$ cat src/sv/cbbu_pkg.sv
package cbbu_pkg;

  localparam int unsigned MEM_COLUMN = 6;

  localparam logic [7:0] FLAG_S = 8'h80;
  localparam logic [7:0] FLAG_Z = 8'h40;
  localparam logic [7:0] FLAG_H = 8'h10;
  localparam logic [7:0] FLAG_P = 8'h04;
  localparam logic [7:0] FLAG_C = 8'h01;

  typedef enum logic [1:0] {
    QTR_SHIFT = 2'd0,
    QTR_BIT   = 2'd1,
    QTR_RES   = 2'd2,
    QTR_SET   = 2'd3
  } quarter_t;

  typedef enum logic [2:0] {
    OP_RLC = 3'd0,
    OP_RRC = 3'd1,
    OP_RL  = 3'd2,
    OP_RR  = 3'd3,
    OP_SLA = 3'd4,
    OP_SRA = 3'd5,
    OP_SLL = 3'd6,
    OP_SRL = 3'd7
  } shift_op_t;

  typedef struct packed {
    logic [7:0]  opcode;
    logic [7:0]  operand;
    logic        carry_in;
    logic        indexed;
    logic [15:0] base_pointer;
    logic [7:0]  displacement;
  } cb_in_t;

  typedef struct packed {
    logic [7:0]  result;
    logic [7:0]  flags;
    logic        flags_written;
    logic        write_back;
    logic        uses_memory;
    logic [15:0] mem_address;
    logic [2:0]  target_register;
    logic        undefined_op;
  } cb_out_t;

  // sign, zero and even parity flags of a byte
  function automatic logic [7:0] szp_flags(input logic [7:0] v);
    logic [7:0] f;
    f = 8'h00;
    if (v[7]) f = f | FLAG_S;
    if (v == 8'h00) f = f | FLAG_Z;
    if (!(^v)) f = f | FLAG_P;
    return f;
  endfunction

endpackage

$ cat src/sv/cbbu_exec.sv
module cbbu_exec (
  input  cbbu_pkg::cb_in_t  ins,
  output cbbu_pkg::cb_out_t outs
);

  cbbu_pkg::quarter_t  quarter;
  cbbu_pkg::shift_op_t shift_op;
  logic [2:0]  row;
  logic [2:0]  col;
  logic [7:0]  mask;
  logic [15:0] disp_ext;
  logic [15:0] idx_addr;
  logic        col_mem;
  logic        undef;
  logic [7:0]  sh_res;
  logic        sh_co;
  logic [7:0]  bit_val;

  assign quarter  = cbbu_pkg::quarter_t'(ins.opcode[7:6]);
  assign row      = ins.opcode[5:3];
  assign col      = ins.opcode[2:0];
  assign shift_op = cbbu_pkg::shift_op_t'(row);
  assign mask     = 8'h01 << row;
  assign disp_ext = {{8{ins.displacement[7]}}, ins.displacement};
  assign idx_addr = ins.base_pointer + disp_ext;
  assign col_mem  = (col == 3'(cbbu_pkg::MEM_COLUMN));
  assign undef    = ins.indexed && (quarter != cbbu_pkg::QTR_BIT) && !col_mem;
  assign bit_val  = ins.operand & mask;

  always_comb begin
    unique case (shift_op)
      cbbu_pkg::OP_RLC: begin
        sh_co  = ins.operand[7];
        sh_res = {ins.operand[6:0], ins.operand[7]};
      end
      cbbu_pkg::OP_RRC: begin
        sh_co  = ins.operand[0];
        sh_res = {ins.operand[0], ins.operand[7:1]};
      end
      cbbu_pkg::OP_RL: begin
        sh_co  = ins.operand[7];
        sh_res = {ins.operand[6:0], ins.carry_in};
      end
      cbbu_pkg::OP_RR: begin
        sh_co  = ins.operand[0];
        sh_res = {ins.carry_in, ins.operand[7:1]};
      end
      cbbu_pkg::OP_SLA: begin
        sh_co  = ins.operand[7];
        sh_res = {ins.operand[6:0], 1'b0};
      end
      cbbu_pkg::OP_SRA: begin
        sh_co  = ins.operand[0];
        sh_res = {ins.operand[7], ins.operand[7:1]};
      end
      cbbu_pkg::OP_SLL: begin
        sh_co  = ins.operand[7];
        sh_res = {ins.operand[6:0], 1'b1};
      end
      default: begin
        sh_co  = ins.operand[0];
        sh_res = {1'b0, ins.operand[7:1]};
      end
    endcase
  end

  always_comb begin
    outs.result          = ins.operand;
    outs.flags           = 8'h00;
    outs.flags_written   = 1'b0;
    outs.write_back      = 1'b0;
    outs.target_register = col;
    outs.undefined_op    = undef;
    outs.uses_memory     = 1'b0;
    outs.mem_address     = 16'h0000;

    if (ins.indexed) begin
      if (!undef) begin
        outs.uses_memory = 1'b1;
        outs.mem_address = idx_addr;
      end
    end else if (col_mem) begin
      outs.uses_memory = 1'b1;
      outs.mem_address = ins.base_pointer;
    end

    if (!undef) begin
      unique case (quarter)
        cbbu_pkg::QTR_SHIFT: begin
          outs.result        = sh_res;
          outs.flags         = cbbu_pkg::szp_flags(sh_res) | {7'b0, sh_co};
          outs.flags_written = 1'b1;
          outs.write_back    = 1'b1;
        end
        cbbu_pkg::QTR_BIT: begin
          outs.flags = cbbu_pkg::szp_flags(bit_val) | cbbu_pkg::FLAG_H
                       | {7'b0, ins.carry_in};
          outs.flags_written = 1'b1;
        end
        cbbu_pkg::QTR_RES: begin
          outs.result     = ins.operand & ~mask;
          outs.write_back = 1'b1;
        end
        default: begin
          outs.result     = ins.operand | mask;
          outs.write_back = 1'b1;
        end
      endcase
    end
  end

endmodule

$ cat src/sv/z80_cb_group_bit_unit_core.sv
// Channel  | Ports                                              | Handshake
// ---------+----------------------------------------------------+---------------------
// command  | opcode operand carry_in indexed base_pointer        | start & !busy
//          | displacement                                       |
// result   | result flags flags_written write_back uses_memory  | done, one cycle
//          | mem_address target_register undefined_op           |
//
// One transaction per clock; busy never rises. The command is captured in
// the input register, decoded and executed in one pass, and loaded into the
// result register, which drives done.
// rst (synchronous) clears both valid bits; nothing else needs reset.
// The receiver cannot stall: each result is shown for exactly one cycle.
module z80_cb_group_bit_unit_core (
  input  logic        clk,
  input  logic        rst,
  input  logic        start,
  output logic        busy,
  input  logic [7:0]  opcode,
  input  logic [7:0]  operand,
  input  logic        carry_in,
  input  logic        indexed,
  input  logic [15:0] base_pointer,
  input  logic [7:0]  displacement,
  output logic        done,
  output logic [7:0]  result,
  output logic [7:0]  flags,
  output logic        flags_written,
  output logic        write_back,
  output logic        uses_memory,
  output logic [15:0] mem_address,
  output logic [2:0]  target_register,
  output logic        undefined_op
);

  cbbu_pkg::cb_in_t  in_reg;
  logic              in_valid;
  cbbu_pkg::cb_out_t exec_out;
  cbbu_pkg::cb_out_t out_reg;
  logic              out_valid;

  assign busy = 1'b0;

  always_ff @(posedge clk) begin
    if (rst) begin
      in_valid  <= 1'b0;
      out_valid <= 1'b0;
    end else begin
      in_valid  <= start && !busy;
      out_valid <= in_valid;
    end
  end

  always_ff @(posedge clk) begin
    if (start && !busy) begin
      in_reg <= '{opcode:       opcode,
                  operand:      operand,
                  carry_in:     carry_in,
                  indexed:      indexed,
                  base_pointer: base_pointer,
                  displacement: displacement};
    end
    if (in_valid) begin
      out_reg <= exec_out;
    end
  end

  cbbu_exec u_exec (
    .ins  (in_reg),
    .outs (exec_out)
  );

  assign done            = out_valid;
  assign result          = out_reg.result;
  assign flags           = out_reg.flags;
  assign flags_written   = out_reg.flags_written;
  assign write_back      = out_reg.write_back;
  assign uses_memory     = out_reg.uses_memory;
  assign mem_address     = out_reg.mem_address;
  assign target_register = out_reg.target_register;
  assign undefined_op    = out_reg.undefined_op;

endmodule

$ cat config.mk
export PLATFORM = sky130hd
export DESIGN_NAME = z80_cb_group_bit_unit_core
export DESIGN_NICKNAME = d
export VERILOG_FILES = /design/src/sv/cbbu_pkg.sv /design/src/sv/cbbu_exec.sv /design/src/sv/z80_cb_group_bit_unit_core.sv
export SDC_FILE = /design/constraint.sdc
export NUM_CORES = 1
export LEC_CHECK = 0
export BUFFER_PORTS_ARGS = -buffer_cell sky130_fd_sc_hd__clkbuf_2
export CORE_MARGIN = 2
export CORE_UTILIZATION = 55
export CTS_CLUSTER_DIAMETER = 100
export DETAILED_ROUTE_END_ITERATION = 10
export PLACE_DENSITY_LB_ADDON = 0.15
export SYNTH_ARGS = -nofsm -noshare
export SYNTH_HDL_FRONTEND = slang
export SYNTH_SLANG_ARGS = --single-unit
$ cat constraint.sdc
create_clock -name clk -period 2.5 [get_ports clk]
set_input_delay 0.25 -clock clk [delete_from_list [all_inputs] [get_ports clk]]
set_output_delay 0.25 -clock clk [all_outputs]
set_load 0.1 [all_outputs]
; Yosys cells after proc, flatten, opt, wreduce, memory -nomap -nowiden
; Index checks and enable logic that the tools add are counted.
[totals]
ff_bits = 83
input_bits = 45
output_inout_bits = 41
[op_classes]
n_addsub = 1
n_eq_ne = 10
n_shift = 1
n_mux = 19
bitwise_logic = 6
n_reduce_logical = 10
[ops]
columns = op, n
row1 = $pmux 8 s7, 1
row2 = $mux 17, 3
row3 = $mux 8, 6
row4 = $pmux 8 s3, 1
row5 = $mux 18, 1
row6 = $pmux 9 s2, 1
row7 = $add 16x16->16, 1
row8 = $and 8x8->8, 2
row9 = $logic_not 8->1, 2
row10 = $or 8x1->8, 2
row11 = $reduce_xor 8->1, 2
row12 = $mux 7, 2
row13 = $eq 3x3->1 const B, 4
row14 = $not 8->8, 1
row15 = $or 8x8->8, 1
row16 = $shl 1x3->8 const A, 1
row17 = $eq 3x2->1 const B, 2
row18 = $mux 3, 2
row19 = $reduce_or 4->1, 1
row20 = $eq 3x1->1 const B, 1
row21 = $logic_not 3->1, 1
row22 = $eq 2x1->1 const B, 1
row23 = $eq 2x2->1 const B, 1
row24 = $logic_and 1x1->1, 2
row25 = 4 further kinds, 5

; Depth between registers and ports, before layout
; Gate-level depths: netlist of run 1.
[logic_depth]
depth_word = 10
ltp_mapped = 11
depth_no_buf = 10

; Modules after synthesis
; A second synthesis of run 1 with hierarchy kept.
[hier_totals]
cells_unflattened = 352
area_unflattened_um2 = 4225.3
[modules_own_cells]
columns = mod, instances, cells_per_inst, area_each_um2
row1 = z80_cb_group_bit_unit_core, 1, 87, 2496.1
row2 = cbbu_exec, 1, 265, 1729.2

; Worst setup path after synthesis of run 1
; Ideal clock, no wire load.
[synth_timing]
path_type = register to register
from = reg in_reg[8] in the netlist's numbering
to = reg out_reg (netlist bit mem_address[10]) (data pin)
arrival_time_ps = 1906
path_slack_ps = 336
stages_incl_launch_ff = 9
period_less_slack_ps = 2164
cell_sequence = edfxtp_1 ha_1 fa_1 a21o_1 a21oi_2 o21ai_1 a41o_2 xnor2_1 o21ai_1
[synth_lines]
columns = element, line_no
row1 = "start, declared", z80_cb_group_bit_unit_core.sv:35  ; cbbu_pkg::cb_in_t in_reg;
row2 = "start signal, assigned", z80_cb_group_bit_unit_core.sv:55  ; in_reg <= '{opcode: opcode,
row3 = "end signal, assigned", z80_cb_group_bit_unit_core.sv:63  ; out_reg <= exec_out;
row4 = "end, declared", z80_cb_group_bit_unit_core.sv:38  ; cbbu_pkg::cb_out_t out_reg;

==> impl_metrics.py, run 1 <==
metrics = {
    "drt": {
        "drt-initial-drc-count": 210,
        "vias": 2973,
        "routedWlPerCell_um": 16.06,
        "ant_nets": 0,
        "wl_mm": 8.626,
        "drcViolationCount": 0,
        "drtPass1Iterations": 4,
        "viasPerCell": 5.536,
    },
    "critical_path": {
        "cpMaxStageDelayCell": "fa_1",
        "end_kind": "flop",
        "worstPathMaxFanout": 4,
        "crit_path_frequent_cell": "o21ai_1",
        "path_class": "flop to flop",
        "required_ns": 2.58,
        "arrival_ns": 2.45,
        "cp-start-kind": "flop",
        "cp_cell_sequence": "ha_1 -> fa_1 -> a21o_1 -> a21oi_2 -> o21ai_1 -> a41o_2 -> xnor2_1 -> o21ai_1",
        "startpoint": "in_reg[8]$_DFFE_PP_",
        "r2r-start": "in_reg[8]$_DFFE_PP_",
        "slowest_delay_ns": 0.42,
    },
    "clock_tree": {
        "cts_buffers": 9,
        "clock_latency_ns": 0.34,
        "cts_tree": "yes",
        "cts_buffer_depth": 2,
        "clk_pin_slew_ns": 0.08,
        "clockRootBuffer": "clkbuf_8",
        "htreeDepth": 3,
        "holdBufCountCts": 0,
        "clock-sinks": 80,
    },
    "floorplanning": {
        "core_um2": 7292,
        "die_x_um": 90.82,
        "design.die.area_um2": 8247,
        "floorplan.initialDensity_pct": 56.85,
        "die_y_um": 90.82,
        "fp-row-count": 31,
        "io-pin-count": 86,
    },
    "placed_design": {
        "place_congestion": 0.9134,
        "postPlaceCellArea_um2": 4651,
        "io_buffers": 81,
        "dp_hpwl_mm": 6.242,
        "placed_cells": 518,
    },
    "sta": {
        "rsz0062_at_grt": "false",
        "fin_skew_ns": 0.01427,
        "finalMaxSlewViolations": 0,
        "relSlewSlack_pct": 18.11,
        "period_needed_ns": 2.367,
        "holdWs_ns": 0.06638,
        "worst_pin_slew_ns": 1.224,
        "hold_violations": 0,
        "fmax_ghz": 0.4224,
        "fin_setup_tns_ns": 0,
        "setup_viol": 0,
        "period_share_pct": 94.70,
    },
    "yosys": {
        "yosys.area.top_type_share_pct": 56.50,
        "synth_edf_count": 78,
        "syn-mean-instance-area_um2": 12.05,
        "ys_ff_latch": 80,
        "ys_warn_count": 0,
        "synth_cell_types": 51,
        "postSynth.asyncResetShare_pct": 0,
        "synth_top_cell_by_area": "edfxtp_1",
        "synth.area.top_cells": "edfxtp_1, ha_1, nand2_1",
        "synthFlopType": "edfxtp_1",
        "syn_inst": 344,
        "ys_seq_area_share_pct": 57.47,
        "syn-cell-area_um2": 4145,
    },
    "pwr": {
        "leakage_nw": 1.927,
        "vdd.ir_drop.worst_v": 0.0004853,
        "power_density_nw_per_um2": 730.5,
    },
    "global_routing": {
        "met1_usage_pct": 29.24,
        "grt_use_total_pct": 22.17,
        "met2_usage_pct": 35.95,
        "grt_pass1_wl_mm": 14.19,
        "antenna_found_initial": 0,
        "grt_pass1_vias": 2897,
        "overflow": 0,
        "grt_max_degree": 44,
        "grt.busiest_layer": "met2",
        "met3_usage_pct": 6.177,
    },
    "worst_hold_path": {
        "min_path_type": "input pin to flop",
        "hp-start": "rst",
    },
    "cells_and_area": {
        "area_delta_synth_final_pct": 16.60,
        "design_area_um2": 4833,
        "nets": 503,
        "nFillCells": 607,
        "antenna_cells": 0,
        "final_cell_mix": "clkbuf_2, edfxtp_1, nand2_1, a21oi_1, ha_1",
        "drive_above_1_share_pct": 27.85,
        "largest_reg_flops": 42,
        "final_cells": 537,
        "layout_commonest_cell": "clkbuf_2",
    },
    "outcome": {
        "status": "finished, final reports clean",
    },
    "job": {
        "cap_violations": 0,
    },
}
==> critical path, delay by kind of cell (launching register included) <==
| family | cells | cell delay, ns |
|---|---|---|
| AO/OA/AOI/OAI | 5 | 0.94 |
| adder cells (fa/ha/maj) | 2 | 0.65 |
| flip-flops | 1 | 0.40 |
| XOR/XNOR | 1 | 0.14 |
==> layout make-up <==
cell class              count  area [um^2]  share of cell area [%]
repair buffers             92        488.0                   10.10
well taps                  99        123.9                   2.563
flip-flops and latches     80         2384                   49.31
inverters                  10        37.54                  0.7766
multi-input cells         241         1648                   34.09
clock inverters             5        25.02                  0.5177
clock buffers              10        127.6                   2.640
==> cell usage after synthesis, drive strengths merged, types with 7 or more instances <==
master / instances
nor3: 8
buf: 11
nor2: 22
edfxtp: 78
mux2i: 9
inv: 10
xnor2: 12
ha: 23
o221ai: 8
nand3: 7
nor2b: 8
nand4: 9
o21ai: 28
nand2: 32
a21oi: 25
==> worst paths after layout <==
path	cells past startpoint	end	slack, ns
max	8	mem_address[10]$_DFFE_PP_	0.13
min	2	in_valid$_SDFF_PP0_	0.07
max reg2reg	8	mem_address[10]$_DFFE_PP_	0.13
min reg2reg	0	target_register[0]$_DFFE_PP_	0.47
==> power by group <==
group	total (mW)	internal [mW]	leakage (nW)	switching [mW]
clock	0.771	0.345	0.0770	0.426
sequential	1.69	1.61	0.748	0.0787
combinational	1.07	0.301	1.10	0.767
total	3.53	2.26	1.93	1.27
==> stage by stage <==
stage / utilization [%] / power, mW / worst slack, ns
2_1_floorplan: - / 2.566 / 0.3364
3_3_place_gp: 63.78 / 2.762 / 0.2096
3_5_place_dp: 63.78 / 2.779 / 0.1390
4_1_cts: 65.87 / 3.554 / 0.1367
5_1_grt: 66.28 / 3.705 / 0.02215
6_report: 66.28 / 3.531 / 0.1325
==> per-layer routing <==
layer | vias up | share of wire (%) | wire, um
met5 | - | 0 | 0
li1 | 1466 | - | -
met3 | 8 | 6.0 | 517
met1 | 1389 | 44 | 3790
met2 | 110 | 49 | 4228
met4 | 0 | 1.0 | 89
==> kinds of logic (layout without fill, tap and decap cells) <==
group	count (synthesis)	count (layout)	synth area share, %
xor gates and xnor gates	16	16	3.381
AOI/OAI and AO/OA	87	87	13.98
muxes	9	9	2.173
buffers and inverters	26	117	3.048
and+or+nand+nor	101	101	12.44
other	1	4	0.09047
adders and majority gates	24	24	7.425
DFF	80	80	57.47
==> what timing repair did <==
| action | in CTS | in global routing |
|---|---|---|
| endpoints found under the setup margin | 0 | 2 |
| resized for setup | 0 | 0 |
| setup buffers | 0 | 4 |
(Power assumes the default switching activity.)
==> run 2: changes to the inputs <==
--- a/config.mk
+++ b/config.mk
@@ -5,6 +5,7 @@
 export SDC_FILE = /design/constraint.sdc
 export NUM_CORES = 1
 export LEC_CHECK = 0
+export ABC_AREA = 1
 export BUFFER_PORTS_ARGS = -buffer_cell sky130_fd_sc_hd__clkbuf_2
 export CORE_MARGIN = 2
 export CORE_UTILIZATION = 55
==> run 2 against run 1 <==
  * Clock skew decreased by 0.0010 ns
  * Global-route usage rose by 2.1 points
  * Final cell count increased by 24%
  * Flip-flop and latch count unchanged
  * Synthesized cell count is 37% higher
  * Combinational power barely moved
  * Clock power increased by 45%
  * Hold slack worse by 0.021 ns
  * Sequential share of layout area fell by 2.5 points
  * Routed wire length up 14%
  * Sequential power is essentially flat
  * Non-clock buffer count down 6
==> impl_metrics.py, run 2 <==
metrics = {
    "yosys": {
        "synth.most_common_cell": "nand2_1",
        "yosys.area_share.adder_pct": 7.059,
        "yosys-mux-area-fraction_pct": 0,
        "yosys.area.top_type_share_pct": 53.72,
        "ys_ff_latch": 80,
        "postSynth.asyncResetShare_pct": 0,
        "synth-compound-area-share_pct": 6.915,
        "synth_top_family_by_area": "simple AND/OR/NAND/NOR gates",
        "synthFlopType": "edfxtp_1",
        "synth_top_cell_by_area": "edfxtp_1",
        "synth_edf_count": 78,
        "synthSimpleGateAreaFrac_pct": 22.61,
        "syn-cell-area_um2": 4360,
        "synth.area.top_cells": "edfxtp_1, nand2_1, ha_1",
        "synth_xor_area_share_pct": 1.406,
        "synth_common_cells": "nand2_1, edfxtp_1, inv_1",
        "ys_warn_count": 0,
        "synth_cell_types": 34,
        "syn-mean-instance-area_um2": 9.278,
        "syn_inst": 470,
        "ys_seq_area_share_pct": 54.63,
    },
    "cells_and_area": {
        "nFillCells": 630,
        "antenna_cells": 0,
        "largest_reg_flops": 42,
        "final_cell_mix": "nand2_1, clkbuf_2, edfxtp_1, inv_1, nor2_1",
        "drive_above_1_share_pct": 19.33,
        "multiInputGateArea_um2": 1672,
        "seqCellArea_um2": 2382,
        "nets": 628,
        "area_delta_synth_final_pct": 16.79,
        "layout_commonest_cell": "nand2_1",
        "fin_util_pct": 66.24,
    },
    "drt": {
        "routedWlPerCell_um": 14.83,
        "drtPass1Iterations": 5,
        "drt-initial-drc-count": 185,
        "met2_length_mm": 4.702,
        "wl_met1_mm": 4.376,
        "viasPerCell": 5.183,
        "ant_nets": 0,
        "wl_met3_um": 640,
        "dr.max_layer_used": "met4",
        "vias": 3452,
        "drcViolationCount": 0,
        "wl_mm": 9.874,
    },
    "clock_tree": {
        "clk_pin_slew_ns": 0.10,
        "cts_buffers": 9,
        "holdBufCountCts": 0,
        "cts_tree": "yes",
        "cts_setup_buffers": 0,
        "cts_buffer_depth": 2,
        "clock-sinks": 80,
        "htreeDepth": 3,
        "clockRootBuffer": "clkbuf_8",
        "clock_latency_ns": 0.37,
        "cts-resized-gates": 0,
    },
    "critical_path": {
        "slowest_delay_ns": 0.54,
        "arrival_ns": 2.32,
        "path_class": "flop to flop",
        "required_ns": 2.62,
        "cp-start-kind": "flop",
        "critical_path.top_delay_family": "flip-flops",
        "cpMaxStageDelayCell": "edfxtp_1",
        "crit_path_frequent_cell": "nor2_1",
        "cp_cell_sequence": "nor2_1 -> nand2_1 -> o22ai_1 -> nor2_1 -> ha_1 -> xnor2_1 -> inv_1 -> o21ai_0 -> a21oi_1",
        "end_kind": "flop",
        "critical_path_buf_inv_count": 1,
        "worstPathMaxFanout": 10,
    },
    "floorplanning": {
        "fp-row-count": 32,
        "design.die.area_um2": 8656,
        "floorplan.initialDensity_pct": 56.72,
        "die_y_um": 93.04,
        "die_x_um": 93.04,
        "core_um2": 7687,
        "io-pin-count": 86,
    },
    "global_routing": {
        "grt_use_total_pct": 24.27,
        "grt_max_degree": 38,
        "grt_pass1_wl_mm": 15.85,
        "grt_pass1_vias": 3236,
        "overflow": 0,
        "antenna_found_initial": 0,
    },
    "placed_design": {
        "place_congestion": 0.8825,
        "io_buffers": 81,
        "dp_hpwl_mm": 7.453,
    },
    "pwr": {
        "leakage_nw": 2.339,
        "p_seq_share_pct": 43.1,
        "power_density_nw_per_um2": 763.7,
        "switching_share_pct": 36.83,
        "p_switching_mw": 1.432,
        "vdd.ir_drop.worst_v": 0.0004207,
        "pwr-share-clk_pct": 28.7,
        "intPower_mw": 2.457,
        "pwr-share-comb_pct": 28.2,
    },
    "outcome": {
        "status": "finished, final reports clean",
    },
    "sta": {
        "finalMaxSlewViolations": 0,
        "fmax_ghz": 0.4551,
        "relSlewSlack_pct": 53.92,
        "hold_violations": 0,
        "period_needed_ns": 2.198,
        "fin_skew_ns": 0.01327,
        "rsz0062_at_grt": "false",
        "period_share_pct": 87.90,
        "worst_pin_slew_ns": 0.6912,
        "fin_setup_tns_ns": 0,
        "setup_viol": 0,
    },
    "worst_hold_path": {
        "min_path_type": "input pin to flop",
    },
    "job": {
        "cap_violations": 0,
    },
}
## run 2: cells by family after synthesis
family	Yosys count
fa+ha+maj	24
compound gates	55
xor+xnor	7
buf+inv	74
simple gates	229
other cells	1
flops	80
## run 2: path summary, 6_finish.rpt
path	start	endpoint	slack [ns]	cells after the start
setup / recovery	in_reg[38]$_DFFE_PP_	flags[2]$_SDFFCE_PP0P_	0.30	9
hold / removal	base_pointer[5]	in_reg[13]$_DFFE_PP_	0.05	1
setup reg to reg	in_reg[38]$_DFFE_PP_	flags[2]$_SDFFCE_PP0P_	0.30	9
hold reg to reg	in_reg[34]$_DFFE_PP_	target_register[0]$_DFFE_PP_	0.45	0
## run 2: stage by stage
step           hold WS (ns)  worst slack (ns)  cell area, um^2  cells  power (mW)
3_5_place_dp         0.4286            0.3761             4861    650       2.795
3_3_place_gp         0.4248            0.3838             4861    650       2.787
5_1_grt             0.03123           0.06633             5092    666       4.080
4_1_cts             0.04201            0.3529             5092    666       3.902
2_1_floorplan        0.3212            0.5745             4372    473       2.568
6_report            0.04520            0.3025             5092    666       3.889
## run 2: per-layer routing
layer,up-vias,global-route usage [%]
met5,-,0
met2,126,38.10
met3,14,5.238
li1,1748,-
met1,1564,33.33
met4,0,9.191
## run 2: power groups by stage
stage	Sequential [mW]	Combinational, mW	Clock (mW)
floorplan	2.07	0.494	0
global placement	1.71	1.08	0
detailed placement	1.71	1.09	0
CTS	1.68	1.09	1.13
global route	1.69	1.20	1.19
finish	1.68	1.10	1.12
## run 2: layout make-up
cell class / count / share of cell area [%]
Sequential cell: 80 / 46.78
Multi-Input combinational cell: 319 / 32.83
Timing Repair Buffer: 86 / 8.698
Inverter: 63 / 4.644
Tap cell: 102 / 2.506
Clock buffer: 9 / 2.432
Clock inverter: 7 / 2.113
## run 2: worst register-to-register path, cell delays in order, from the launching register on
cell      delay [ns]
edfxtp_1        0.54
nor2_1          0.27
nand2_1         0.14
o22ai_1         0.14
nor2_1          0.09
ha_1            0.29
xnor2_1         0.17
inv_1           0.07
o21ai_0         0.15
a21oi_1         0.08
